===== src/ratn_pkg.sv =====
// ----------------------------------------------------------------------------
// ratn_pkg: shared types for the rational normalizer
// Job descriptor passed from the front end to the back end through the queue.
// ----------------------------------------------------------------------------
package ratn_pkg;

	typedef enum logic [1:0] {
		KIND_REDUCE = 2'd0,
		KIND_ZERO   = 2'd1,
		KIND_ERROR  = 2'd2
	} job_kind_t;

	typedef enum logic [4:0] {
		ST_IDLE  = 5'b00001,
		ST_GCD   = 5'b00010,
		ST_DIVN  = 5'b00100,
		ST_DIVD  = 5'b01000,
		ST_OUT   = 5'b10000
	} back_state_t;

endpackage


===== src/ratn_front.sv =====
// ----------------------------------------------------------------------------
// ratn_front: input classification and job queue
// Classify each input beat, take magnitudes and sign, and hold jobs in a
// two-entry queue for the back end.
// ----------------------------------------------------------------------------
module ratn_front import ratn_pkg::*; #(
	parameter int WIDTH = 32
) (
	input  logic             clk,
	input  logic             arst_n,
	input  logic             in_valid,
	output logic             in_stall,
	input  logic [WIDTH-1:0] num_in,
	input  logic [WIDTH-1:0] den_in,
	output logic             job_valid,
	input  logic             job_take,
	output job_kind_t        job_kind,
	output logic             job_neg,
	output logic [WIDTH-1:0] job_mn,
	output logic [WIDTH-1:0] job_md
);
	localparam int QW = 2 + 1 + 2 * WIDTH;

	logic [QW-1:0] mem_q [2];
	logic          wr_q, rd_q;
	logic [1:0]    cnt_q;
	logic [QW-1:0] wdata;
	logic [QW-1:0] rdata;
	job_kind_t     kind;
	logic [WIDTH-1:0] mn, md;
	logic          push;

	always_comb begin
		mn = num_in[WIDTH-1] ? (~num_in + 1'b1) : num_in;
		md = den_in[WIDTH-1] ? (~den_in + 1'b1) : den_in;
		if (num_in == '0) kind = KIND_ZERO;
		else if (den_in == '0) kind = KIND_ERROR;
		else kind = KIND_REDUCE;
		wdata = {kind, num_in[WIDTH-1] ^ den_in[WIDTH-1], mn, md};
	end

	assign in_stall = (cnt_q == 2'd2);
	assign push = in_valid && !in_stall;
	assign job_valid = (cnt_q != 2'd0);
	assign rdata = mem_q[rd_q];
	assign job_kind = job_kind_t'(rdata[QW-1 -: 2]);
	assign job_neg  = rdata[2*WIDTH];
	assign job_mn   = rdata[2*WIDTH-1:WIDTH];
	assign job_md   = rdata[WIDTH-1:0];

	always_ff @(posedge clk) begin
		if (push) mem_q[wr_q] <= wdata;
	end

	always_ff @(posedge clk or negedge arst_n) begin
		if (!arst_n) begin
			wr_q  <= 1'b0;
			rd_q  <= 1'b0;
			cnt_q <= 2'd0;
		end else begin
			if (push) wr_q <= ~wr_q;
			if (job_take) rd_q <= ~rd_q;
			cnt_q <= cnt_q + {1'b0, push} - {1'b0, job_take};
		end
	end
endmodule


===== src/ratn_back.sv =====
// ----------------------------------------------------------------------------
// ratn_back: GCD and division engine
// Binary GCD one step a cycle, then two restoring divisions one bit a cycle.
// ----------------------------------------------------------------------------
module ratn_back import ratn_pkg::*; #(
	parameter int WIDTH = 32
) (
	input  logic             clk,
	input  logic             arst_n,
	input  logic             job_valid,
	output logic             job_take,
	input  job_kind_t        job_kind,
	input  logic             job_neg,
	input  logic [WIDTH-1:0] job_mn,
	input  logic [WIDTH-1:0] job_md,
	output logic             out_valid,
	input  logic             out_stall,
	output logic [WIDTH-1:0] num_out,
	output logic [WIDTH-1:0] den_out,
	output logic             div_error
);
	localparam int SW = $clog2(WIDTH + 1);
	localparam int CW = $clog2(WIDTH);

	back_state_t      state_q;
	logic [WIDTH-1:0] a_q, b_q, mn_q, md_q, g_q;
	logic [SW-1:0]    sh_q;
	logic [CW-1:0]    bit_q;
	logic [WIDTH-1:0] quo_q, rem_q, dend_q;
	logic             neg_q;
	logic [WIDTH:0]   trial;
	logic [WIDTH-1:0] rem_sh, diff;
	logic [WIDTH-1:0] big, small_v;

	assign job_take = job_valid && (state_q == ST_IDLE);

	always_comb begin
		rem_sh = {rem_q[WIDTH-2:0], dend_q[bit_q]};
		trial  = {1'b0, rem_sh} - {1'b0, g_q};
		big    = (a_q > b_q) ? a_q : b_q;
		small_v = (a_q > b_q) ? b_q : a_q;
		diff   = big - small_v;
	end

	always_ff @(posedge clk or negedge arst_n) begin
		if (!arst_n) begin
			state_q   <= ST_IDLE;
			out_valid <= 1'b0;
		end else begin
			unique case (state_q)
				ST_IDLE: begin
					if (job_valid) begin
						a_q   <= job_mn;
						b_q   <= job_md;
						mn_q  <= job_mn;
						md_q  <= job_md;
						neg_q <= job_neg;
						sh_q  <= '0;
						if (job_kind == KIND_REDUCE) begin
							state_q <= ST_GCD;
						end else begin
							num_out   <= '0;
							den_out   <= (job_kind == KIND_ZERO) ? WIDTH'(1) : '0;
							div_error <= (job_kind == KIND_ERROR);
							out_valid <= 1'b1;
							state_q   <= ST_OUT;
						end
					end
				end
				ST_GCD: begin
					if (a_q == b_q) begin
						g_q    <= a_q << sh_q;
						dend_q <= mn_q;
						rem_q  <= '0;
						quo_q  <= '0;
						bit_q  <= CW'(WIDTH - 1);
						state_q <= ST_DIVN;
					end else if (!a_q[0] && !b_q[0]) begin
						a_q  <= a_q >> 1;
						b_q  <= b_q >> 1;
						sh_q <= sh_q + 1'b1;
					end else if (!a_q[0]) begin
						a_q <= a_q >> 1;
					end else if (!b_q[0]) begin
						b_q <= b_q >> 1;
					end else begin
						a_q <= small_v;
						b_q <= diff >> 1;
					end
				end
				ST_DIVN, ST_DIVD: begin
					if (!trial[WIDTH] || rem_q[WIDTH-1]) begin
						rem_q <= trial[WIDTH-1:0];
						quo_q <= {quo_q[WIDTH-2:0], 1'b1};
					end else begin
						rem_q <= rem_sh;
						quo_q <= {quo_q[WIDTH-2:0], 1'b0};
					end
					if (bit_q == '0) begin
						if (state_q == ST_DIVN) begin
							// numerator quotient ends here: its last bit goes with quo_q into mn_q
							dend_q  <= md_q;
							bit_q   <= CW'(WIDTH - 1);
							state_q <= ST_DIVD;
						end else begin
							state_q <= ST_OUT;
							out_valid <= 1'b1;
							div_error <= 1'b0;
						end
					end else begin
						bit_q <= bit_q - 1'b1;
					end
					if (state_q == ST_DIVN && bit_q == '0) begin
						rem_q <= '0;
						mn_q  <= {quo_q[WIDTH-2:0],
							(!trial[WIDTH] || rem_q[WIDTH-1])};
					end
					if (state_q == ST_DIVD && bit_q == '0) begin
						den_out <= {quo_q[WIDTH-2:0],
							(!trial[WIDTH] || rem_q[WIDTH-1])};
						if (neg_q) num_out <= ~mn_q + 1'b1;
						else if (mn_q[WIDTH-1]) num_out <= {1'b0, {(WIDTH-1){1'b1}}};
						else num_out <= mn_q;
					end
				end
				ST_OUT: begin
					if (!out_stall) begin
						out_valid <= 1'b0;
						state_q   <= ST_IDLE;
					end
				end
				default: state_q <= ST_IDLE;
			endcase
		end
	end
endmodule


===== src/rational_normalizer_unit.sv =====
// ----------------------------------------------------------------------------
// rational_normalizer_unit: fraction reduction to lowest terms
// Input channel: in_valid/in_stall carry num_in and den_in (signed).
// Output channel: out_valid/out_stall carry num_out (signed), den_out
// (positive magnitude) and div_error.
// Each beat is classified in the front end and queued (two entries), so
// input beats are taken while the back end works or the output waits.
// The back end runs a binary GCD (one step a cycle) and then two
// restoring divisions of WIDTH quotient bits each; zero cases skip both.
// The single shared GCD/divide engine works on one beat at a time and
// takes the next job from the queue only when idle.
// A zero numerator gives 0/1; zero denominator with a nonzero numerator
// gives 0/0 with div_error high. A positive result of 2^(WIDTH-1)
// saturates to the largest positive value.
// Reset clears the queue and the engine; no beat is pending afterwards.
// When the receiver stalls, hold the result; the queue keeps filling
// until full, then in_stall rises.
// ----------------------------------------------------------------------------
module rational_normalizer_unit import ratn_pkg::*; #(
	parameter int WIDTH = 32
) (
	input  logic             clk,
	input  logic             arst_n,
	input  logic             in_valid,
	output logic             in_stall,
	input  logic [WIDTH-1:0] num_in,
	input  logic [WIDTH-1:0] den_in,
	output logic             out_valid,
	input  logic             out_stall,
	output logic [WIDTH-1:0] num_out,
	output logic [WIDTH-1:0] den_out,
	output logic             div_error
);
	logic             job_valid, job_take, job_neg;
	job_kind_t        job_kind;
	logic [WIDTH-1:0] job_mn, job_md;

	ratn_front #(.WIDTH(WIDTH)) u_front (
		.clk, .arst_n, .in_valid, .in_stall, .num_in, .den_in,
		.job_valid, .job_take, .job_kind, .job_neg, .job_mn, .job_md
	);

	ratn_back #(.WIDTH(WIDTH)) u_back (
		.clk, .arst_n, .job_valid, .job_take, .job_kind, .job_neg,
		.job_mn, .job_md, .out_valid, .out_stall, .num_out, .den_out,
		.div_error
	);
endmodule


===== config.mk =====
export PLATFORM = sky130hd
export DESIGN_NAME = rational_normalizer_unit
export DESIGN_NICKNAME = d
export VERILOG_FILES = /design/src/ratn_pkg.sv /design/src/ratn_front.sv /design/src/ratn_back.sv /design/src/rational_normalizer_unit.sv
export SDC_FILE = /design/constraint.sdc
export NUM_CORES = 1
export LEC_CHECK = 0
export BUFFER_PORTS_ARGS = -buffer_cell sky130_fd_sc_hd__clkbuf_2
export CAP_MARGIN = 20
export CORE_MARGIN = 8
export CORE_UTILIZATION = 50
export DETAILED_ROUTE_END_ITERATION = 6
export PLACE_DENSITY = 0.67
export SLEW_MARGIN = 20
export SYNTH_ARGS = -nofsm -noshare
export SYNTH_HDL_FRONTEND = slang
export SYNTH_SLANG_ARGS = --single-unit

===== constraint.sdc =====
create_clock -name clk -period 6.3 [get_ports clk]
set_input_delay 0.315 -clock clk [delete_from_list [all_inputs] [get_ports clk]]
set_output_delay 0.315 -clock clk [all_outputs]
set_load 0.05 [all_outputs]

# [After elaboration in Yosys (flattened, before gate mapping)]
# Memories as Yosys holds them, arrays and structs flattened.
# Index checks and enable logic that the tools add are counted.
[classes] n_reduce_logical=34 bitwise_logic=6 eq_ne=23 order_cmp=2 n_addsub=9 n_shift=1 n_mul=0 muxes=71 n_div=0
[op_table] op="32-bit two-way mux" count=27
[op_table] op="32-bit one-hot mux with 2 select lines" count=7
[op_table] op="32-bit by 1-bit adder with 32-bit output (second input constant)" count=3
[op_table] op="32-bit NOT" count=3
[op_table] op="32-bit logical NOT" count=2
[op_table] op="31-bit two-way mux" count=2
[op_table] op="31-bit one-hot mux with 2 select lines" count=1
[op_table] op="5-bit two-way mux" count=9
[op_table] op="32-bit by 32-bit subtractor with 33-bit output" count=1
[op_table] op="32-bit equality test" count=1
[op_table] op="32-bit greater-than comparator" count=1
[op_table] op="32-bit by 6-bit << shifter with 32-bit output" count=1
[op_table] op="32-bit subtractor" count=1
[op_table] op="5-bit AND reduction" count=5
[op_table] op="5-bit one-hot mux with 4 select lines" count=1
[op_table] op="6-bit two-way mux" count=3
[op_table] op="4-bit AND reduction" count=4
[op_table] op="1-bit two-way mux" count=14
[op_table] op="2-bit by 1-bit inequality test with 1-bit output (second input constant)" count=7
[op_table] op="6-bit one-hot mux with 2 select lines" count=1
[op_table] op="6-bit AND reduction" count=2
[op_table] op="5-bit one-hot mux with 2 select lines" count=1
[op_table] op="3-bit AND reduction" count=3
[op_table] op="2-bit inequality test (second input constant)" count=4
[op_table] op="other kinds (29)" count=42
[totals] mem_count=1 wordCells=167 latchBits=0 in_bits=68 rom_bits=0 mem_bits_rw=134 ff_bits=342
[memory_table] name="u_front.mem_q" depth=2 width=67 rd=1 rd_clocked_by_memory_dff=0 write_ports=1 line="ratn_front.sv:24" source="logic [QW-1:0] mem_q [2];"

# [Depth between registers and ports, before layout]
[logic_depth] word_depth=8 depth_mapped=22

# [Cells and area by module]
# Synthesis repeated with hierarchy kept, for this count alone.
[hier_totals] hier_cells=2480 hier_area_um2=27014.7
[by_module_without_submodules] module="ratn_back" seq_area_each_um2=10121.0 instances=1 area_each_um2=20574.7 cells_per_inst=2049
[by_module_without_submodules] module="ratn_front" seq_area_each_um2=4124.0 instances=1 area_each_um2=6439.9 cells_per_inst=431

# [Worst setup path after synthesis]
# OpenSTA, ideal clock, no wires.
[synth_timing] path_kind="reg-to-reg" from="reg u_back.bit_q[0]" to="reg u_back.mn_q[0], enable pin" setup_slack_ns=0.810 arrival_time_ns=4.977 required_ns=5.787 setup_ns=0.513 path_buffers=1 stages_incl_launch_ff=9 path_cell_list="edfxtp_1 -> buf_1 -> inv_1 -> ha_1 -> nand2_1 -> nor2_1 -> nand2_1 -> mux2_2 -> nor4b_1"
[synth_between] elab_chain_cells=4
[synth_lines] item="start: declaration" line="ratn_back.sv:28" source="logic [CW-1:0] bit_q;"
[synth_lines] item="start signal: assignment" line="ratn_back.sv:76" source="bit_q <= CW'(WIDTH - 1);"
[synth_lines] item="start signal: assignment" line="ratn_back.sv:103" source="bit_q <= CW'(WIDTH - 1);"
[synth_lines] item="start signal: assignment" line="ratn_back.sv:111" source="bit_q <= bit_q - 1'b1;"
[synth_lines] item="5-bit logical NOT" line="ratn_back.sv:113" source="if (state_q == ST_DIVN && bit_q == '0) begin"
[synth_lines] item="1-bit logical AND" line="ratn_back.sv:113"
[synth_lines] item="2-bit by 1-bit inequality test with 1-bit output (no source line)"
[synth_lines] item="4-bit AND reduction (no source line)"
[synth_lines] item="end signal: assignment" line="ratn_back.sv:55" source="mn_q <= job_mn;"
[synth_lines] item="end signal: assignment" line="ratn_back.sv:115" source="mn_q <= {quo_q[WIDTH-2:0],"
[synth_lines] item="end: declaration" line="ratn_back.sv:26" source="logic [WIDTH-1:0] a_q, b_q, mn_q, md_q, g_q;"
# No other way between the ends.
# A chain may end at the register's enable or synchronous reset.

# [Final worst setup path]
[layout_timing] from="reg u_back.bit_q[0]" to="reg u_back.rem_q[3], data pin"
[layout_between] elab_chain_cells=8
[layout_lines] item="1-bit binary-select mux with 5-bit select" line="ratn_back.sv:38" source="rem_sh = {rem_q[WIDTH-2:0], dend_q[bit_q]};"
[layout_lines] item="1-bit two-way mux (implied by the code)" line="ratn_back.sv:38"
[layout_lines] item="32-bit by 32-bit subtractor with 33-bit output" line="ratn_back.sv:39" source="trial = {1'b0, rem_sh} - {1'b0, g_q};"
[layout_lines] item="1-bit logical NOT" line="ratn_back.sv:92" source="if (!trial[WIDTH] || rem_q[WIDTH-1]) begin"
[layout_lines] item="1-bit logical OR" line="ratn_back.sv:92"
[layout_lines] item="32-bit two-way mux" line="ratn_back.sv:92"
[layout_lines] item="32-bit two-way mux *" line="ratn_back.sv:113"
[layout_lines] item="32-bit one-hot mux with 2 select lines *" line="ratn_back.sv:50" source="unique case (state_q)"
[layout_lines] item="end signal: assignment" line="ratn_back.sv:93" source="rem_q <= trial[WIDTH-1:0];"
[layout_lines] item="end signal: assignment" line="ratn_back.sv:96" source="rem_q <= rem_sh;"
[layout_lines] item="end: declaration" line="ratn_back.sv:29" source="logic [WIDTH-1:0] quo_q, rem_q, dend_q;"
# Mark *: on every way between the ends. The rest lies on a longest branch, timed or not. The select of a mux whose other input is x is not followed.

==> impl_metrics.tcl <==
set metrics [dict create \
    critPathMaxStageDelay_ns 0.71 \
    routed_wirelength_mm 73.7 \
    dpl.hpwl_mm 54.6 \
    cts_num_sinks 476 \
    critical_path.cell_chain "mux4_2, mux4_2, mux2i_1, ha_1, fa_1, nand2b_1, a21boi_0, o21ai_0, a21oi_1, o21ai_0, a211o_1, a21oi_1, o31ai_1, o21ai_0, a211oi_1, o21ai_2, inv_1, buf_12, or3_1, a21oi_1" \
    remaining_drc_errors 0 \
    syn_avg_cell_area_um2 10.8 \
    min_period_ns 5.80 \
    dieWidth_um 247 \
    multi_input_area_um2 11400 \
    core_um2 52600 \
    globalplace.congestion 0.904 \
    hold_path.class "in2reg" \
    die_area_um2 60800 \
    worstRegToRegCells 20 \
    cpLargestDelayFamily "compound AO/OA/AOI/OAI gates" \
    synthCells 2464 \
    arrival_ns 6.15 \
    htreeDepth 2 \
    synth_edf_count 466 \
    p_sw_frac 0.392 \
    cp.required_ns 6.65 \
    start_util 0.506 \
    cts_max_path_buffers 3 \
    slew_headroom 0.233 \
    synthArstFlopShare 0.0210 \
    design_area_um2 29700 \
    critPathBufInv 2 \
    fin_skew_ns 0.0541 \
    syn_nets 2606 \
    clk_pin_slew_ns 0.06 \
    startpoint_type "flip-flop" \
    firstDrtPassIters 6 \
    crit_slowest_cell "edfxtp_1" \
    finalCritPeriodShare 0.921 \
    path_max_fanout 25 \
    drive_gt1_frac 0.145 \
    pre_cts_ws_ns 0.537 \
    cap_violations 0 \
    hold_depth 2 \
    fillers 4429 \
    synth_cell_types 83 \
    drv_slew 0 \
    placed_area_um2 27900 \
    overflow 0 \
    grt_pass1_wl_mm 111 \
    grt_start_max_net_pins 87 \
    utilization 0.565 \
    ys_warn_count 0 \
    outcome "complete, no violations" \
    p_int_mw 7.90 \
    setup_ws_ns 0.500 \
    crit_path_end_kind "flip-flop" \
    die_h_um 247 \
    regArea_um2 14200 \
    ys.flop_type "edfxtp_1" \
    io-pin-count 135 \
    cts-resized-gates 0 \
    num_rows 84 \
    p_per_area_nw_per_um2 437 \
    dr_total_vias 19884 \
    port_buffers 134 \
    fmax_ghz 0.172 \
    p_clk_frac 0.240 \
    syn_area_um2 26600 \
    clock-root-buffer "clkbuf_16" \
    clk_latency_ns 0.62 \
    grt_setup_unrepaired "false" \
    finalSetupTns_ns 0 \
    pwr-share-seq 0.379 \
    first_global_vias 18677 \
    area_delta_synth_final_pct 11.7 \
    route.detailed.wl_per_inst_um 22.5 \
    peakVddDrop_v 0.000384 \
    gr-usage-all-layers 0.236 \
    antenna_found_initial 8 \
    final_nets 2687 \
    cts_tree "done" \
    via_per_inst 6.07 \
    ant_nets 0 \
    p_switching_mw 5.09 \
    postCtsSetupBuffers 0 \
    critPathKind "reg2reg" \
    ys_seq_area_frac 0.536 \
    synth_seq_cells 476 \
    cp_num_cells 20 \
    p_leak_nw 10.9 \
    setup_violations 0 \
    hold_viol 0 \
    cts_buffers 50 \
    worst_pin_slew_ns 1.12 \
    first_iter_violations 2195 \
    p_comb_frac 0.381 \
]
cells in the final DEF, fill, tap and decap left out, drive strengths merged, types with 11 or more instances in the layout:
| master | instances |
|---|---|
| a211oi | 25 |
| a21o | 16 |
| a21oi | 220 |
| a311oi | 20 |
| a31oi | 24 |
| and2 | 13 |
| and3 | 38 |
| buf | 35 |
| clkbuf | 190 |
| clkinv | 19 |
| edfxtp | 466 |
| ha | 73 |
| inv | 115 |
| mux2 | 45 |
| mux2i | 70 |
| mux4 | 34 |
| nand2 | 330 |
| nand2b | 29 |
| nand3 | 56 |
| nand4 | 17 |
| nor2 | 217 |
| nor2b | 16 |
| nor3 | 29 |
| nor4 | 14 |
| o211ai | 17 |
| o21a | 20 |
| o21ai | 78 |
| o221ai | 34 |
| o22ai | 22 |
| o31ai | 19 |
| or3 | 26 |
| or4 | 11 |
| xnor2 | 98 |
| xor2 | 22 |
layer usage:
layer | part of all wire | GRT usage
met5 | 0 | 0
met4 | 0.034 | 0.0856
met3 | 0.093 | 0.0524
met2 | 0.45 | 0.363
met1 | 0.42 | 0.326
cell families after synthesis:
logic type | after synthesis | synth area share
AO/OA/AOI/OAI | 559 | 0.134
XOR/XNOR | 120 | 0.0395
adder cells (fa/ha/maj) | 74 | 0.0351
buffers and inverters | 258 | 0.0377
flip-flops | 476 | 0.536
multiplexers | 149 | 0.0742
AND/OR/NAND/NOR | 828 | 0.144
final timing paths:
check                                                    from  slack [ns]                        endpoint
worst min register to register     u_front.cnt_q[1]$_DFF_PN0_        0.50      u_front.cnt_q[1]$_DFF_PN0_
worst max-delay path            u_back.bit_q[0]$_SDFFCE_PN1P_        0.50   u_back.rem_q[3]$_SDFFCE_PP0P_
max in group asynchronous                              arst_n        5.71        u_front.rd_q$_DFFE_PN0P_
worst min-delay path                                num_in[3]        0.05  u_front.mem_q[0][35]$_DFFE_PP_
min in group asynchronous                              arst_n        0.23    u_back.out_valid$_DFFE_PN0P_
worst max register to register  u_back.bit_q[0]$_SDFFCE_PN1P_        0.50   u_back.rem_q[3]$_SDFFCE_PP0P_
synth_stat cells (26+ instances only):
library cell / n / area, um^2
nand2_1: 330 / 1240
a21oi_1: 218 / 1090
mux2i_1: 70 / 701
mux2_2: 44 / 495
edfxtp_1: 466 / 14000
xnor2_1: 98 / 858
inv_1: 113 / 424
o221ai_1: 34 / 298
nand2b_1: 29 / 181
nor3_1: 26 / 130
nand3_1: 56 / 280
ha_1: 73 / 913
nor2_1: 216 / 811
o21ai_0: 70 / 350
clkbuf_1: 120 / 450
and3_1: 38 / 238
mux4_2: 34 / 766
worst register-to-register path, cell delays in order, from the launching register on:
cell and delay, ns:
edfxtp_1 0.71, mux4_2 0.58, mux4_2 0.47, mux2i_1 0.52, ha_1 0.30, fa_1 0.21, nand2b_1 0.12, a21boi_0 0.11
o21ai_0 0.31, a21oi_1 0.11, o21ai_0 0.24, a211o_1 0.22, a21oi_1 0.10, o31ai_1 0.35, o21ai_0 0.20, a211oi_1 0.31
o21ai_2 0.09, inv_1 0.21, buf_12 0.22, or3_1 0.14, a21oi_1 0.06
flip-flops by register name (all words and copies together), names as in the netlist, 5 cells and up:
name	cells
u_back.a_q	32
u_back.b_q	32
u_back.bit_q	5
u_back.den_out	32
u_back.dend_q	32
u_back.g_q	32
u_back.md_q	32
u_back.mn_q	32
u_back.num_out	32
u_back.quo_q	31
u_back.rem_q	32
u_back.sh_q	6
u_back.state_q	5
u_front.mem_q	134
cell type report:
type                       count  area share
antenna                        2    0.000169
clock buffer                  56      0.0436
inverter                     113      0.0143
multi-input combinational   1731       0.385
timing repair buffer         173      0.0335
clock inverter                37      0.0147
tap                          688      0.0290
sequential                   476       0.480
through the flow:
stage | hold WS, ns | instances | power, mW
after floorplan | 0.0194 | 2464 | 8.31
final | 0.0543 | 3276 | 13.0
after detailed placement | 0.270 | 3176 | 9.86
after global placement | 0.254 | 3175 | 9.77
after CTS | 0.0261 | 3273 | 13.0
after global routing | 0.0595 | 3274 | 13.6
timing repair:
action                     CTS  global route
hold endpoints to repair    15             0
hold buffers                 4             0
setup endpoints to repair    0             1
power by group through the flow:
stage               combinational [mW]  sequential, mW  clock [mW]
finish                            4.95            4.92        3.11
global placement                  4.83            4.94           0
floorplan                         3.36            4.95           0
global route                      5.38            4.98        3.28
detailed placement                4.89            4.97           0
CTS                               4.92            4.91        3.16
(Power assumes the default switching activity.)
